**config.mk**
```make
export PLATFORM = sky130hd
export DESIGN_NAME = aging_request_queue_unit
export DESIGN_NICKNAME = d
export VERILOG_FILES = /design/src/rtl/arq_pkg.sv /design/src/rtl/arq_cell.sv /design/src/rtl/aging_request_queue_unit.sv
export SDC_FILE = /design/constraint.sdc
export NUM_CORES = 2
export LEC_CHECK = 0
export BUFFER_PORTS_ARGS = -buffer_cell sky130_fd_sc_hd__buf_2
export CAP_MARGIN = 25
export CORE_MARGIN = 2
export CORE_UTILIZATION = 60
export CTS_BUF_LIST = sky130_fd_sc_hd__clkbuf_16
export DETAILED_ROUTE_END_ITERATION = 7
export GPL_TIMING_DRIVEN = 0
export MAX_ROUTING_LAYER = met4
export PLACE_DENSITY = 0.77
export REMOVE_ABC_BUFFERS = 1
export SETUP_SLACK_MARGIN = 0.3
export SLEW_MARGIN = 20
export SYNTH_ARGS = -nofsm -noshare
export SYNTH_HDL_FRONTEND = slang
export SYNTH_SLANG_ARGS = --single-unit
```
**constraint.sdc**
```tcl
create_clock -name i_clk -period 14.7 [get_ports i_clk]
set_clock_uncertainty 0.15 [all_clocks]
set_input_delay 0.735 -clock i_clk [delete_from_list [all_inputs] [get_ports i_clk]]
set_output_delay 0.735 -clock i_clk [all_outputs]
set_load 0.005 [all_outputs]
```
**src/rtl/arq_pkg.sv**
```systemverilog
// arq_pkg: shared types and codes for the aging request queue
`default_nettype none

package arq_pkg;

    localparam int TAG_W    = 32;
    localparam int STATUS_W = 2;
    localparam int COUNT_OUT_W = 5;

    // item kinds carried on the slave tuser
    localparam logic [1:0] FUNC_TICK   = 2'd0;
    localparam logic [1:0] FUNC_ADD    = 2'd1;
    localparam logic [1:0] FUNC_REMOVE = 2'd2;

    // result status codes
    localparam logic [STATUS_W-1:0] ST_OK        = 2'd0;
    localparam logic [STATUS_W-1:0] ST_FULL      = 2'd1;
    localparam logic [STATUS_W-1:0] ST_NOT_FOUND = 2'd2;

    // request fields, command in the lowest bits
    typedef struct packed {
        logic [2:0]  low_column;
        logic [1:0]  bank_index;
        logic [1:0]  bank_group;
        logic [7:0]  high_column;
        logic [16:0] row_addr;
        logic [1:0]  command;
    } t_req_fields;

    typedef struct packed {
        logic [TAG_W-1:0] tag;
        t_req_fields      fields;
    } t_entry;

    // per-transaction control broadcast to every cell
    typedef struct packed {
        logic             tick;
        logic             add;
        logic             remove;
        logic [TAG_W-1:0] tag;
    } t_cell_ctrl;

endpackage

`default_nettype wire

```
**src/rtl/arq_cell.sv**
```systemverilog
// arq_cell: one queue slot holding a request, its age and a valid bit
`default_nettype none

module arq_cell
    import arq_pkg::*;
#(
    parameter int AGE_BITS = 16
) (
    input  wire logic                i_clk,
    input  wire logic                i_rst_n,
    input  wire t_cell_ctrl          i_ctrl,
    input  wire t_entry              i_new_entry,
    input  wire logic                i_prev_valid,
    input  wire logic                i_next_valid,
    input  wire t_entry              i_next_entry,
    input  wire logic [AGE_BITS-1:0] i_next_age,
    input  wire logic                i_hit,
    output logic                     o_hit,
    output logic                     o_valid,
    output t_entry                   o_entry,
    output logic [AGE_BITS-1:0]      o_age
);

    logic                r_valid;
    t_entry              r_entry;
    logic [AGE_BITS-1:0] r_age;

    logic                n_valid;
    t_entry              n_entry;
    logic [AGE_BITS-1:0] n_age;

    logic w_match;
    logic w_shift;

    assign w_match = r_valid && (r_entry.tag == i_ctrl.tag);
    assign o_hit   = i_hit || w_match;
    // a hit here or nearer the head pulls the neighbour up one slot
    assign w_shift = i_ctrl.remove && o_hit;

    always_comb begin
        n_valid = r_valid;
        n_entry = r_entry;
        n_age   = r_age;
        if (w_shift) begin
            n_valid = i_next_valid;
            n_entry = i_next_entry;
            n_age   = i_next_age;
        end else if (i_ctrl.add && !r_valid && i_prev_valid) begin
            // first free slot is the tail
            n_valid = 1'b1;
            n_entry = i_new_entry;
            n_age   = '0;
        end else if (i_ctrl.tick && r_valid && (r_age != '1)) begin
            n_age = r_age + 1'b1;
        end
    end

    always_ff @(posedge i_clk) begin
        if (!i_rst_n) begin
            r_valid <= 1'b0;
        end else begin
            r_valid <= n_valid;
        end
    end

    always_ff @(posedge i_clk) begin
        r_entry <= n_entry;
        r_age   <= n_age;
    end

    assign o_valid = r_valid;
    assign o_entry = r_entry;
    assign o_age   = r_age;

endmodule

`default_nettype wire

```
**src/rtl/aging_request_queue_unit.sv**
```systemverilog
// aging_request_queue_unit: ordered request queue with per-entry age counters
//
// slave channel: one transaction per item; tuser carries the item kind
// (tick, add, remove) and tdata the tag and request fields. master channel:
// one transaction per item carrying a status and the entry count after it.
// the queue is a row of slots, head at slot 0; each slot compares its tag,
// ages itself and takes its neighbour's contents when an entry at or ahead
// of it leaves.
// latency: the result is on the master side the cycle after the slave
// transaction. throughput: one item per cycle while results are taken.
// a single output register sits between the sides: a new item is taken
// whenever that register is empty or being emptied in the same cycle, so a
// stalled receiver holds one result and stops the slave side after that.
// the longest path is the tag compare followed by the head-to-tail hit
// ripple through all slots.
// reset empties the queue and drops any pending result.
`default_nettype none

module aging_request_queue_unit
    import arq_pkg::*;
#(
    parameter int QUEUE_DEPTH = 16,
    parameter int AGE_BITS    = 16
) (
    input  wire logic        i_clk,
    input  wire logic        i_rst_n,
    input  wire logic        s_axis_tvalid,
    output logic             s_axis_tready,
    // tdata: request_tag, command, row_addr, high_column, bank_group,
    // bank_index, low_column, zero pad
    input  wire logic [71:0] s_axis_tdata,
    // tuser: func
    input  wire logic [1:0]  s_axis_tuser,
    output logic             m_axis_tvalid,
    input  wire logic        m_axis_tready,
    // tdata: status, entry_count, zero pad
    output logic [7:0]       m_axis_tdata
);

    localparam int COUNT_W = $clog2(QUEUE_DEPTH + 1);

    logic                w_take;
    t_cell_ctrl          w_ctrl;
    t_entry              w_new_entry;
    logic                w_full;
    logic                w_found;

    logic                w_valid [QUEUE_DEPTH:0];
    t_entry              w_entry [QUEUE_DEPTH:0];
    logic [AGE_BITS-1:0] w_age   [QUEUE_DEPTH:0];
    logic                w_hit   [QUEUE_DEPTH:0];

    logic [COUNT_W-1:0]     r_count;
    logic [COUNT_W-1:0]     n_count;
    logic                   r_out_valid;
    logic [STATUS_W-1:0]    r_status;
    logic [STATUS_W-1:0]    n_status;
    logic [COUNT_OUT_W-1:0] r_count_out;

    assign s_axis_tready = !r_out_valid || m_axis_tready;
    assign w_take        = s_axis_tvalid && s_axis_tready;

    assign w_new_entry.tag    = s_axis_tdata[TAG_W-1:0];
    assign w_new_entry.fields = t_req_fields'(s_axis_tdata[TAG_W+$bits(t_req_fields)-1:TAG_W]);

    assign w_ctrl.tick   = w_take && (s_axis_tuser == FUNC_TICK);
    assign w_ctrl.add    = w_take && (s_axis_tuser == FUNC_ADD) && !w_full;
    assign w_ctrl.remove = w_take && (s_axis_tuser == FUNC_REMOVE);
    assign w_ctrl.tag    = s_axis_tdata[TAG_W-1:0];

    // nothing lies beyond the tail slot
    assign w_valid[QUEUE_DEPTH] = 1'b0;
    assign w_entry[QUEUE_DEPTH] = '0;
    assign w_age[QUEUE_DEPTH]   = '0;
    assign w_hit[0]             = 1'b0;

    genvar g;
    generate
        for (g = 0; g < QUEUE_DEPTH; g++) begin : g_cell
            logic w_prev_valid;
            if (g == 0) begin : g_head
                assign w_prev_valid = 1'b1;
            end else begin : g_body
                assign w_prev_valid = w_valid[g-1];
            end

            arq_cell #(
                .AGE_BITS (AGE_BITS)
            ) u_cell (
                .i_clk        (i_clk),
                .i_rst_n      (i_rst_n),
                .i_ctrl       (w_ctrl),
                .i_new_entry  (w_new_entry),
                .i_prev_valid (w_prev_valid),
                .i_next_valid (w_valid[g+1]),
                .i_next_entry (w_entry[g+1]),
                .i_next_age   (w_age[g+1]),
                .i_hit        (w_hit[g]),
                .o_hit        (w_hit[g+1]),
                .o_valid      (w_valid[g]),
                .o_entry      (w_entry[g]),
                .o_age        (w_age[g])
            );
        end
    endgenerate

    assign w_full  = (r_count == COUNT_W'(QUEUE_DEPTH));
    assign w_found = w_hit[QUEUE_DEPTH];

    always_comb begin
        n_count  = r_count;
        n_status = ST_OK;
        case (s_axis_tuser)
            FUNC_ADD: begin
                if (w_full) begin
                    n_status = ST_FULL;
                end else begin
                    n_count = r_count + 1'b1;
                end
            end
            FUNC_REMOVE: begin
                if (w_found) begin
                    n_count = r_count - 1'b1;
                end else begin
                    n_status = ST_NOT_FOUND;
                end
            end
            default: begin
                n_status = ST_OK;
            end
        endcase
    end

    always_ff @(posedge i_clk) begin
        if (!i_rst_n) begin
            r_count     <= '0;
            r_out_valid <= 1'b0;
        end else begin
            if (w_take) begin
                r_count     <= n_count;
                r_out_valid <= 1'b1;
            end else if (m_axis_tready) begin
                r_out_valid <= 1'b0;
            end
        end
    end

    always_ff @(posedge i_clk) begin
        if (w_take) begin
            r_status    <= n_status;
            r_count_out <= COUNT_OUT_W'(n_count);
        end
    end

    assign m_axis_tvalid = r_out_valid;
    assign m_axis_tdata  = {1'b0, r_count_out, r_status};

endmodule

`default_nettype wire

```
==> run summary <==
Vias/cell: 6.50
CP max stage cell: buf_2
Initial antenna violation count: 2
Req. time, crit path: 14.79 ns
FF-to-FF Start: g_cell[3].u_cell.o_entry[58]
NumNets Final: 2,462
Period Utilization, post-route: 0.341
Worst Hold Class: primary input to register
RSZ-0062 raised after global routing: no
Post-Synth XOR/XNOR Area: 0.143
CP most frequent cell: nor4_1
CP Buf/Inv Count: 2
PwrDens: 97.8 nW/um2
Utilization after layout: 0.655
Delay-heaviest family, CP: simple AND/OR/NAND/NOR gates
Largest net degree at the start of global routing: 39
Synthesis Warnings: 0
Worst-Margin Slew: 1.13 ns
First-pass detailed-route iteration total: 6
GR Overflow Total: 0
Critical Path Max Stage Delay: 0.81 ns
H-tree depth: 2
DRT iter0 DRCs: 2,117
Area Overhead vs Synth: 8.28%
IO buf count: 46
Vias: 20,200
Die width: 231 um
Worst Path Arrival: 5.11 ns
#FFs+latches synth: 541
Min Tclk post-route: 5.02 ns
Slew HR: 0.245
Reg power frac: 0.513
CTS buffer count: 57
HP Start: s_axis_tvalid
Seq/Total Area, Yosys: 0.507
Fraction of layout cells with a size suffix above 1: 0.220
Simple-gate area share of the yosys netlist: 0.103
Fraction of registers with async set/reset: 0
Post-synthesis adder-cell area fraction: 0.00162
Crit path from: s_axis_tdata[20]
Post-synthesis compound-gate area fraction: 0.0280
Filler cells: 3,826
Post-synth EDFFs: 487
VDD IR max: 0.000102 V
DRC Markers: 0
Worst path cell trace: buf_2, xor2_1, nor4_1, nand4_1, or4_1, nand4_2, nor4_1, a41oi_4, buf_8, a31o_2
Setup TNS Final: 0 ns
Core area: 51,200 um2
Final hold viol count: 0
IO Pins: 88
CTS max path bufs: 3
WS Path Type: primary input to register
Fmax: 199 MHz
Cell count after synthesis: 2,434
Die height: 231 um
Leakage power: 11.1 nW
Mux cell area share after synthesis: 0.176
Clk sinks: 541
Outcome: finished, final reports clean
Max-slew violations: 0
Drt total wl: 86,000 um
Routability Congestion: 0.973
Final Setup Violations: 0
CTS Hold Bufs: 0
Gr usage total: 0.331
Startpoint Class: primary input
Maximum capacitance violations: 0
Vias in the first global route: 20,200
NetSw: 0.783 mW
Mapped Area: 31,000 um2
Combinational Power Share: 0.084
CTS tree: yes
Mapped Avg Cell Area: 12.7 um2
Pint: 2.50 mW
Starting Density: 0.605
Die area: 53,500 um2
Average wire per standard cell: 27.7 um
Cell variety after synth: 78
Clock transition at path regs: 0.06 ns
Largest family of logic cells by synthesized area: multiplexers
CTS root buf: clkbuf_16
Clock power share: 0.403
CTS resizes: 0
Worst-Skew Late Latency: 0.63 ns
Hold path depth: 3
Site Rows: 83
CP endpoint kind: register
Post-CTS setup buffer count: 0
Post-DRT Antenna Nets: 0
Reg2Reg Depth: 9
Sw Share: 0.239
Detailed-placement wirelength estimate: 58,800 um
First-pass GRT wire length: 129,000 um
Primary FF master, synth: edfxtp_1
Max Fanout on Critical Path: 33
Critical Path Stages: 10
==> placed cells by master, fill, tap and decap left out, types with 17 or more instances in the layout <==
| cell | n |
|---|---|
| buf_2 | 46 |
| nor2_1 | 58 |
| xor2_1 | 357 |
| inv_1 | 52 |
| nor4_1 | 155 |
| mux2i_1 | 34 |
| xnor2_1 | 149 |
| dfxtp_1 | 54 |
| mux2_2 | 301 |
| nand2_1 | 88 |
| nand4b_1 | 17 |
| mux2_1 | 120 |
| o21ai_0 | 46 |
| clkbuf_16 | 59 |
| edfxtp_1 | 487 |
| nand3_1 | 35 |
| mux2_4 | 25 |
| nor3_1 | 30 |
| nand4_1 | 76 |
==> worst paths after layout <==
check | slack (ns) | endpoint
worst max-delay path | 9.68 | g_cell[14].u_cell.o_entry[54]
worst min-delay path | 0.23 | m_axis_tvalid
worst max register to register | 10.35 | g_cell[14].u_cell.o_entry[54]
worst min register to register | 0.39 | g_cell[15].u_cell.o_entry[54]
==> area by class of cell <==
class / instances / area (um2) / area share
Sequential cell: 541 / 15700 / 0.468
Multi-Input combinational cell: 1669 / 14200 / 0.424
Clock buffer: 59 / 1480 / 0.0440
Timing Repair Buffer: 83 / 980 / 0.0292
Tap cell: 680 / 851 / 0.0254
Clock inverter: 48 / 196 / 0.00586
Inverter: 28 / 105 / 0.00313
Antenna cell: 1 / 2.50 / 0.0000746
==> metrics by stage <==
step                      instance area (um2)  setup WS [ns]  std cells  power, mW  hold slack [ns]
final                                   33500           9.68       3109       3.28            0.233
after floorplan                         29800           8.83       2238       1.86            0.334
after global routing                    33500           9.54       3108       3.36            0.229
after CTS                               33400           9.86       3102       3.28            0.195
after detailed placement                31700           9.23       2995       1.98            0.373
after global placement                  30900           6.33       2964       1.97            0.358
==> cell usage after synthesis, types with 31 or more instances <==
cell type,n,area share
clkbuf_1,52,0.0063
nor2_1,59,0.0071
xor2_1,357,0.10
mux2_2,301,0.11
o21ai_0,51,0.0082
edfxtp_1,487,0.47
dfxtp_1,54,0.035
nor4_1,156,0.032
buf_2,83,0.013
xnor2_1,149,0.042
nand2_1,92,0.011
mux2_1,120,0.044
nor3_1,31,0.0050
mux2i_1,34,0.011
nand4_1,76,0.015
nand3_1,35,0.0057
==> routing by layer <==
layer,wire length (um),vias up,GRT usage
met5,0,-,-
met4,2020,0,0.0964
met3,6560,154,0.0454
met2,40500,933,0.515
met1,36900,10100,0.457
li1,-,8966,-
==> sequential cells by signal, indices dropped and copies added, names as in the netlist <==
register and cells:
g_cell.u_cell.o_entry 512, g_cell.u_cell.o_valid 16, r_count 5, r_count_out 5
r_status 2, m_axis_tvalid 1
==> tightest hold or removal path: cells and delay by family <==
family,cells,cell delay [ns]
buffers and inverters,2,0.15
AO/OA/AOI/OAI,1,0.06
==> kinds of logic after synthesis <==
family | after synthesis
and+or+nand+nor | 552
AOI/OAI and AO/OA | 126
other | 1
xor gates and xnor gates | 506
adders and majority gates | 4
DFF | 541
muxes | 480
buffers and inverters | 224
==> power by group through the flow <==
stage / logic, mW / registers, mW / clock network, mW
after CTS: 0.267 / 1.68 / 1.33
after global placement: 0.257 / 1.71 / 0
after global routing: 0.293 / 1.68 / 1.39
after detailed placement: 0.265 / 1.71 / 0
final: 0.277 / 1.68 / 1.32
after floorplan: 0.144 / 1.71 / 0
Note: power is estimated with default switching activity, not from simulation.
